==> config.mk <==
export PLATFORM = sky130hd
export DESIGN_NAME = bb3_mean
export DESIGN_NICKNAME = d
export VERILOG_FILES = /design/src/rtl/bb3_pkg.sv /design/src/rtl/bb3_mean.sv
export SDC_FILE = /design/constraint.sdc
export NUM_CORES = 1
export LEC_CHECK = 0
export BUFFER_PORTS_ARGS = -buffer_cell sky130_fd_sc_hd__buf_2
export CORE_ASPECT_RATIO = 0.75
export CORE_UTILIZATION = 40
export DETAILED_ROUTE_END_ITERATION = 12
export GPL_TIMING_DRIVEN = 0
export PLACE_DENSITY_LB_ADDON = 0.08
export SYNTH_ARGS = -nofsm -noshare
export SYNTH_HDL_FRONTEND = slang
export SYNTH_SLANG_ARGS = --single-unit
==> constraint.sdc <==
create_clock -name vclk -period 10.81
set_input_delay 1.081 -clock vclk [all_inputs]
set_output_delay 1.081 -clock vclk [all_outputs]
set_load 0.01 [all_outputs]
==> src/rtl/bb3_pkg.sv <==
`timescale 1ns / 1ps
// ----------------------------------------------------------------------------
// bb3_pkg
// Shared constants, types and the reciprocal table for the 3x3 box blur.
// ----------------------------------------------------------------------------
package bb3_pkg;

  localparam int MaxWidth   = 1024;
  localparam int ColW       = $clog2(MaxWidth);
  localparam int WidthRegW  = 11;
  localparam int HeightRegW = 13;
  localparam int CfgDataW   = 13;
  localparam int PixW       = 24;
  localparam int SumW       = 12;
  localparam int CntW       = 4;
  localparam int RecipW     = 20;
  localparam int RecipShift = 20;

  localparam logic CFG_WIDTH  = 1'b0;
  localparam logic CFG_HEIGHT = 1'b1;

  typedef logic [PixW-1:0] pix_t;
  typedef logic [SumW-1:0] sum_t;
  typedef logic [CntW-1:0] cnt_t;

  // ceil(2^20 / (2*n)) for the neighbor counts that can occur
  function automatic logic [RecipW-1:0] recip(input cnt_t n);
    logic [RecipW-1:0] r;
    begin
      case (n)
        4'd1:    r = 20'd524288;
        4'd2:    r = 20'd262144;
        4'd3:    r = 20'd174763;
        4'd4:    r = 20'd131072;
        4'd6:    r = 20'd87382;
        4'd9:    r = 20'd58255;
        default: r = 20'd524288;
      endcase
      return r;
    end
  endfunction

endpackage

==> src/rtl/bb3_mean.sv <==
`timescale 1ns / 1ps
// ----------------------------------------------------------------------------
// bb3_mean
// Rounded mean floor((2*sum+n)/(2*n)) by reciprocal multiplication.
// ----------------------------------------------------------------------------
module bb3_mean (
  input  bb3_pkg::sum_t sum_i,
  input  bb3_pkg::cnt_t cnt_i,
  output logic [7:0]    mean_o
);
  import bb3_pkg::*;

  logic [SumW:0]               num;
  logic [SumW+RecipW:0]        prod;

  assign num    = {sum_i, 1'b0} + {{(SumW+1-CntW){1'b0}}, cnt_i};
  assign prod   = {{RecipW{1'b0}}, num} * {{(SumW+1){1'b0}}, recip(cnt_i)};
  assign mean_o = prod[RecipShift+7:RecipShift];

endmodule

==> results of run 1 <==
-- final cells by class --
class,instances,area share
Buffer,3,0.00195
Inverter,243,0.143
Multi-Input combinational cell,427,0.798
Tap cell,200,0.0391
Timing Repair Buffer,23,0.0180
-- layer usage --
layer / track usage / vias up
li1: - / 1998
met4: 0.00380 / 0
met1: 0.367 / 2165
met2: 0.322 / 124
met5: 0 / -
met3: 0.0452 / 2
-- worst paths after layout --
path,slack (ns),to,startpoint,cells after the start
max,1.64,mean_o[7],cnt_i[1],26
min,3.05,mean_o[7],cnt_i[2],5
-- Yosys cell counts (all sizes together) (2+ instances only) --
cell      n
nor3      8
a31oi     2
a21o      4
ha       58
nand2    41
nand3     3
fa      149
a21oi    15
a41oi     2
inv     242
and3      2
clkbuf    2
o21ai     8
conb      2
or2       4
nor3b     3
o31ai     2
xnor2    18
o22ai     2
o21a      3
nor2     46
xor2     10
a211oi    3
nor2b     3
and2      8
nand4     4
o211ai    3
nand2b    6
-- cells by family after synthesis --
kind of cell	after synthesis
adders and majority gates	207
buffers and inverters	246
and+or+nand+nor	134
AOI/OAI and AO/OA	53
xor gates and xnor gates	29
other	2
-- through the flow --
| step | instances | instance area, um2 | worst slack (ns) | utilization | hold WS (ns) |
|---|---|---|---|---|---|
| 6_report | 896 | 6400 | 1.64 | 0.439 | 3.05 |
| 5_1_grt | 896 | 6400 | 1.25 | 0.439 | 3.10 |
| 4_1_cts | 896 | 6400 | 1.62 | 0.439 | 3.05 |
| 3_5_place_dp | 896 | 6400 | 1.64 | 0.439 | 3.05 |
| 3_3_place_gp | 896 | 6400 | 1.65 | 0.439 | 3.03 |
| 2_1_floorplan | 673 | 6040 | 2.92 | - | 2.69 |
-- critical path, cell delays in order --
cell and delay, ns:
buf_2 0.15, ha_1 0.22, fa_1 0.44, a21oi_2 0.27, nor2_1 0.14, nand2_1 0.09, xor2_1 0.50, nor2_1 0.23
fa_1 0.58, inv_1 0.09, fa_1 0.48, fa_1 0.56, inv_1 0.06, fa_1 0.53, inv_1 0.06, fa_1 0.54
inv_1 0.08, ha_1 0.35, a211oi_1 0.21, o21ai_1 0.11, o2111ai_1 0.08, a21o_1 0.15, o211ai_2 0.16, a221oi_2 0.48
xnor3_1 0.29, buf_2 0.15
-- power by group through the flow --
stage	clock network, uW	registers [uW]	logic, uW
final	0	0	544
after detailed placement	0	0	549
after global routing	0	0	626
after global placement	0	0	549
after floorplan	0	0	383
after CTS	0	0	556
==> results by group, run 1 <==
Outcome
  • Status: completed

Global routing
  • Initial antenna violation count: 0
  • Grt ovf: 0
  • Overall global routing resource usage: 0.226
  • Vias in the first global route: 4521
  • Global-route wire length before repair: 25600 um
  • Largest net degree at the start of global routing: 13

Finish
  • Diode count: 0
  • FF+latch area: 0 um2
  • Clock buffers: 0
  • Number of fill cells: 1533
  • Most frequent cells in the layout: inv_1 (242), fa_1 (149), ha_1 (58)
  • Area growth syn-to-layout: 6.18%
  • Commonest non-fill, non-tap cell in the layout: inv_1
  • Area taken by multi-input logic gates: 5110 um2
  • Seq Cell Count: 0
  • Fin nets: 921
  • Share of post-route cells with drive strength above 1: 0.0704

STA
  • Slew headroom: 0.261
  • Setup_tns: 0 ns
  • RSZ-0062 raised after global routing: no
  • Max Slew Vio Count: 0
  • Fin crit period: 9.17 ns
  • FMAX: 109 MHz
  • Final hold violations: 0
  • Setup Viol. Count Final: 0
  • Fin crit share: 0.848
  • Worst-Margin Slew: 1.10 ns

Setup path
  • Crit. End Element: output port
  • CP arrival: 8.09 ns
  • Setup CP Type: input pin to output port
  • CP Launch Type: input pin
  • Critical Path Fanout Max: 7
  • Worst Path Required: 9.73 ns

Power
  • Maximum vdd drop: 95.8 uV
  • Switch Pwr: 332 uW
  • Pwr per Cell Area: 85.0 nW/um2
  • Total Power: 544 uW
  • Combinational share of power: 1.000
  • Pint: 212 uW
  • Sw frac: 0.610
  • Static leakage: 0.00341 uW
  • Seq pwr share: 0
  • Clock share of power: 0

Floorplan
  • Core ar.: 14600 um2
  • Site row count: 38
  • Die H: 108 um
  • Initial Util: 0.413
  • IO Pins: 24
  • Die Wd: 144 um
  • Overall die area: 15600 um2

Clocking
  • Post-CTS Setup Inserts: 0
  • CTS resizes: 0
  • Hold buffers post-CTS: 0

Detailed routing
  • WL met1: 8310 um
  • Metal2 WL: 6480 um
  • Total Wirelength: 16000 um
  • Max layer used: met4
  • Vias: 4289
  • First-pass detailed-route iteration total: 4
  • Final routed DRC violation total: 0
  • DR iter-0 viols: 243
  • Avg WL per Cell: 17.9 um
  • Via/cell ratio: 4.79
  • Met3 routed WL: 1190 um
  • DRT antenna net count: 0

Synthesis
  • Synth top area share: 0.495
  • Post-synthesis sequential area ratio: 0
  • Warnings, synthesis: 0
  • Synth area leaders: fa_1 (49%), inv_1 (15%), ha_1 (12%), nor2_1 (2.8%), nand2_1 (2.6%)
  • Netlist Area Pre-Place: 6030 um2
  • Synth Area in Adders: 0.615
  • XOR/XNOR Fraction of Synth Area: 0.0456
  • Compound-Gate Fraction of Synth Area: 0.0712
  • Post-synthesis simple-gate area fraction: 0.113
  • Synth area leader: fa_1
  • Gate Count Post-Synth: 671
  • Mux cell area share after synthesis: 0
  • Largest family of logic cells by synthesized area: adder cells
  • Syn avg cell area: 8.99 um2
  • Yosys cell types: 59

Placed design
  • Gp weighted congestion: 0.899
  • Port Buf Inserts: 23
  • Post-DP HPWL: 15200 um

Flow run
  • Max-cap violations: 0

Worst hold path
  • Worst Hold Class: input pin to output port
(Power assumes the default switching activity.)
==> run 2: changes to the inputs <==
==> constraint.sdc (replaced) <==
create_clock -name vclk -period 8.8
set_input_delay 0.88 -clock vclk [all_inputs]
set_output_delay 0.88 -clock vclk [all_outputs]
set_load 0.01 [all_outputs]
==> results by group, run 2 (synthesis results as in run 1) <==
Finish
  • Seq Cell Count: 0
  • Fin nets: 921
  • Final Util: 0.444
  • Clock buffers: 0
  • Share of post-route cells with drive strength above 1: 0.0805
  • Area growth syn-to-layout: 7.37%
  • Most frequent cells in the layout: inv_1 (242), fa_1 (149), ha_1 (58)
  • Commonest non-fill, non-tap cell in the layout: inv_1
  • FF+latch area: 0 um2
  • Layout Cells excl Fill: 896
  • Number of fill cells: 1523
  • Diode count: 0

Floorplan
  • Overall die area: 15600 um2
  • Initial Util: 0.413
  • Die H: 108 um
  • Die Wd: 144 um
  • Core ar.: 14600 um2
  • IO Pins: 24
  • Site row count: 38

Worst hold path
  • Beginning of the worst hold path: sum_i[9]
  • Hold path endpoint: mean_o[7]
  • Worst Hold Path Cells: 6
  • Worst Hold Class: input pin to output port

Setup path
  • Crit. End Element: output port
  • Worst Path Required: 7.92 ns
  • Critical Path Fanout Max: 5
  • CP arrival: 7.54 ns
  • CP Launch Type: input pin
  • Setup CP Type: input pin to output port

Global routing
  • Grt ovf: 0
  • Vias in the first global route: 4521
  • Initial antenna violation count: 0
  • Global-route wire length before repair: 25600 um
  • Overall global routing resource usage: 0.226
  • Largest net degree at the start of global routing: 13

Power
  • Maximum vdd drop: 118 uV
  • Pint: 262 uW
  • Clock share of power: 0
  • Switch Pwr: 411 uW
  • Static leakage: 0.00341 uW
  • Pwr per Cell Area: 104 nW/um2
  • Seq pwr share: 0
  • Sw frac: 0.610
  • Combinational share of power: 1.000

STA
  • Setup Viol. Count Final: 0
  • Worst setup margin: 0.382 ns
  • RSZ-0062 raised after global routing: no
  • WHS: 2.66 ns
  • Final hold violations: 0
  • Worst-Margin Slew: 1.12 ns
  • Slew headroom: 0.248
  • Max Slew Vio Count: 0
  • Setup_tns: 0 ns
  • Fin crit period: 8.42 ns
  • FMAX: 119 MHz
  • Fin crit share: 0.957

Detailed routing
  • First-pass detailed-route iteration total: 4
  • Total Wirelength: 16000 um
  • Vias: 4263
  • DRT antenna net count: 0
  • Final routed DRC violation total: 0
  • Avg WL per Cell: 17.9 um
  • DR iter-0 viols: 256
  • Via/cell ratio: 4.76

Clocking
  • Hold buffers post-CTS: 0
  • Post-CTS Setup Inserts: 0

Placed design
  • Post-DP HPWL: 15200 um
  • Gp weighted congestion: 0.899
  • Inst Count DP: 896
  • Setup WS pre-CTS: 0.0327 ns
  • Port Buf Inserts: 23

Outcome
  • Status: completed

Flow run
  • Max-cap violations: 0
==> run 2: cell types whose count changed in the layout (fill, tap and decap cells not counted) <==
cell / previous run / this run
a221oi_2: 1 / 0
a221oi_4: 0 / 1
nor2_1: 45 / 42
nor2_2: 1 / 4
xor2_1: 10 / 6
xor2_2: 0 / 2
xor2_4: 0 / 2
==> run 2: repair_timing <==
action,CTS,global route
hold endpoints to repair,0,0
setup endpoints to repair,0,6
gates resized for setup,0,10
==> run 2: critical path, cell delays in order <==
cell and delay [ns]:
buf_2 0.15, ha_1 0.22, fa_1 0.44, a21oi_2 0.27, nand2b_1 0.28, xor2_4 0.27, nor2_2 0.14, fa_1 0.58
inv_1 0.07, fa_1 0.54, fa_1 0.53, inv_1 0.06, fa_1 0.53, inv_1 0.06, fa_1 0.54, inv_1 0.08
ha_1 0.35, a211oi_1 0.21, o21ai_1 0.11, o2111ai_1 0.08, a21o_1 0.15, o211ai_2 0.17, a221oi_4 0.39, xnor3_1 0.27
buf_2 0.15
==> run 2: worst max path at each step <==
stage	from	to	slack (ns)	cells after the start
detailed placement	cnt_i[1]	mean_o[7]	0.03	25
CTS	cnt_i[1]	mean_o[7]	0.01	25
finish	cnt_i[1]	mean_o[7]	0.38	25
global placement	cnt_i[1]	mean_o[7]	0.04	25
global route	cnt_i[1]	mean_o[7]	0.04	25
floorplan	sum_i[0]	mean_o[4]	1.31	23
==> run 2: final cells by class <==
| type | instances | area, um2 | area share |
|---|---|---|---|
| buffer | 3 | 12.5 | 0.00193 |
| multi-input combinational | 427 | 5180 | 0.800 |
| timing repair buffer | 23 | 115 | 0.0178 |
| tap | 200 | 250 | 0.0386 |
| inverter | 243 | 917 | 0.142 |
==> run 2: power by group through the flow <==
stage,clock [uW],combinational [uW],sequential [uW]
detailed placement,0,674,0
floorplan,0,471,0
CTS,0,683,0
global placement,0,675,0
global route,0,774,0
finish,0,673,0
==> run 2: routing by layer <==
metal,track usage,vias up,wire [um]
li1,-,2003,-
met1,0.367,2155,8250
met2,0.322,105,6550
met3,0.0452,0,1220
met4,0.00380,0,0
met5,0,-,0
==> run 2: per-stage QoR <==
| step | instance area, um2 | power [uW] |
|---|---|---|
| 2_1_floorplan | 6040 | 471 |
| 3_3_place_gp | 6400 | 675 |
| 3_5_place_dp | 6400 | 674 |
| 4_1_cts | 6400 | 683 |
| 5_1_grt | 6470 | 774 |
| 6_report | 6470 | 673 |
==> run 3: changes to the inputs <==
==> constraint.sdc (replaced) <==
create_clock -name vclk -period 8.9
set_input_delay 0.89 -clock vclk [all_inputs]
set_output_delay 0.89 -clock vclk [all_outputs]
set_load 0.01 [all_outputs]
==> results by group, run 3 (synthesis results as in run 1) <==
Setup path
  • Worst Path Required: 8.01 ns
  • CP Launch Type: input pin
  • Critical Path Fanout Max: 5
  • Worst setup startpoint: cnt_i[1]
  • Crit. End Element: output port
  • CP arrival: 7.66 ns
  • Setup CP Type: input pin to output port

Floorplan
  • Die Wd: 144 um
  • IO Pins: 24
  • Overall die area: 15600 um2
  • Site row count: 38
  • Core ar.: 14600 um2
  • Die H: 108 um
  • Initial Util: 0.413

Clocking
  • Hold buffers post-CTS: 0

Power
  • Sw frac: 0.610
  • Pint: 259 uW
  • Pwr per Cell Area: 103 nW/um2
  • Clock share of power: 0
  • Switch Pwr: 405 uW
  • Combinational share of power: 1.000
  • Static leakage: 0.00341 uW
  • Maximum vdd drop: 117 uV
  • Seq pwr share: 0
  • Total Power: 664 uW

Global routing
  • Initial antenna violation count: 0
  • Global-route wire length before repair: 25600 um
  • Vias in the first global route: 4521
  • Largest net degree at the start of global routing: 13
  • Overall global routing resource usage: 0.226
  • Grt ovf: 0

STA
  • RSZ-0062 raised after global routing: no
  • Fin crit share: 0.961
  • Worst-Margin Slew: 1.13 ns
  • Final hold violations: 0
  • Setup_tns: 0 ns
  • Fin crit period: 8.55 ns
  • Slew headroom: 0.241
  • Max Slew Vio Count: 0
  • Setup Viol. Count Final: 0
  • FMAX: 117 MHz
  • Worst setup margin: 0.350 ns

Outcome
  • Status: completed

Detailed routing
  • Final routed DRC violation total: 0
  • First-pass detailed-route iteration total: 4
  • Total Wirelength: 16100 um
  • DR iter-0 viols: 246
  • Via/cell ratio: 4.83
  • Avg WL per Cell: 17.9 um
  • DRT antenna net count: 0
  • Vias: 4325

Finish
  • Most frequent cells in the layout: inv_1 (242), fa_1 (149), ha_1 (58)
  • Commonest non-fill, non-tap cell in the layout: inv_1
  • Share of post-route cells with drive strength above 1: 0.0761
  • Layout Cells excl Fill: 896
  • Diode count: 0
  • Fin nets: 921
  • Area growth syn-to-layout: 6.87%
  • FF+latch area: 0 um2
  • Clock buffers: 0
  • Number of fill cells: 1531
  • Seq Cell Count: 0

Placed design
  • Inst Count DP: 896
  • Port Buf Inserts: 23
  • Post-DP HPWL: 15200 um
  • Setup WS pre-CTS: 0.113 ns
  • Gp weighted congestion: 0.899

Worst hold path
  • Worst Hold Class: input pin to output port
  • Beginning of the worst hold path: sum_i[9]

Flow run
  • Max-cap violations: 0
-- run 3: what timing repair did --
action,in CTS,in global routing
resized for setup,0,5
setup buffers,0,0
setup endpoints to repair,0,5
-- run 3: worst paths after layout --
| path | to | slack, ns | cells past startpoint |
|---|---|---|---|
| max | mean_o[4] | 0.35 | 24 |
| min | mean_o[7] | 2.68 | 6 |
-- run 3: per-stage QoR --
step,utilization,cell area [um2],hold slack (ns)
2_1_floorplan,-,6040,2.31
3_3_place_gp,0.439,6400,2.65
3_5_place_dp,0.439,6400,2.67
4_1_cts,0.439,6400,2.67
5_1_grt,0.442,6440,2.72
6_report,0.442,6440,2.68
-- run 3: cell type report --
cell class | instances | area [um2] | share of cell area
Multi-Input combinational cell | 427 | 5150 | 0.799
Inverter | 243 | 917 | 0.142
Tap cell | 200 | 250 | 0.0388
Timing Repair Buffer | 23 | 115 | 0.0179
Buffer | 3 | 12.5 | 0.00194
-- run 3: worst max-delay path: stages --
cell and delay, ns:
buf_2 0.15, ha_1 0.22, fa_1 0.44, a21oi_2 0.28, nand2b_1 0.22, xor2_2 0.33
nor2_1 0.21, fa_1 0.61, inv_1 0.07, fa_1 0.54, fa_1 0.53, inv_1 0.06
fa_1 0.53, inv_1 0.06, fa_1 0.54, inv_1 0.08, ha_1 0.35, nand4_1 0.15
nor2_1 0.06, o31ai_1 0.49, a31oi_4 0.23, o31ai_1 0.29, xnor2_1 0.15, buf_2 0.15
-- run 3: power groups by stage --
| stage | sequential, uW | clock (uW) | combinational, uW |
|---|---|---|---|
| floorplan | 0 | 0 | 466 |
| global placement | 0 | 0 | 667 |
| detailed placement | 0 | 0 | 666 |
| CTS | 0 | 0 | 676 |
| global route | 0 | 0 | 764 |
| finish | 0 | 0 | 664 |
-- run 3: metal layers --
layer / share of wire / global-route usage
met1: 0.52 / 0.367
met4: 0.0022 / 0.00380
met5: 0 / 0
met3: 0.070 / 0.0452
met2: 0.41 / 0.322
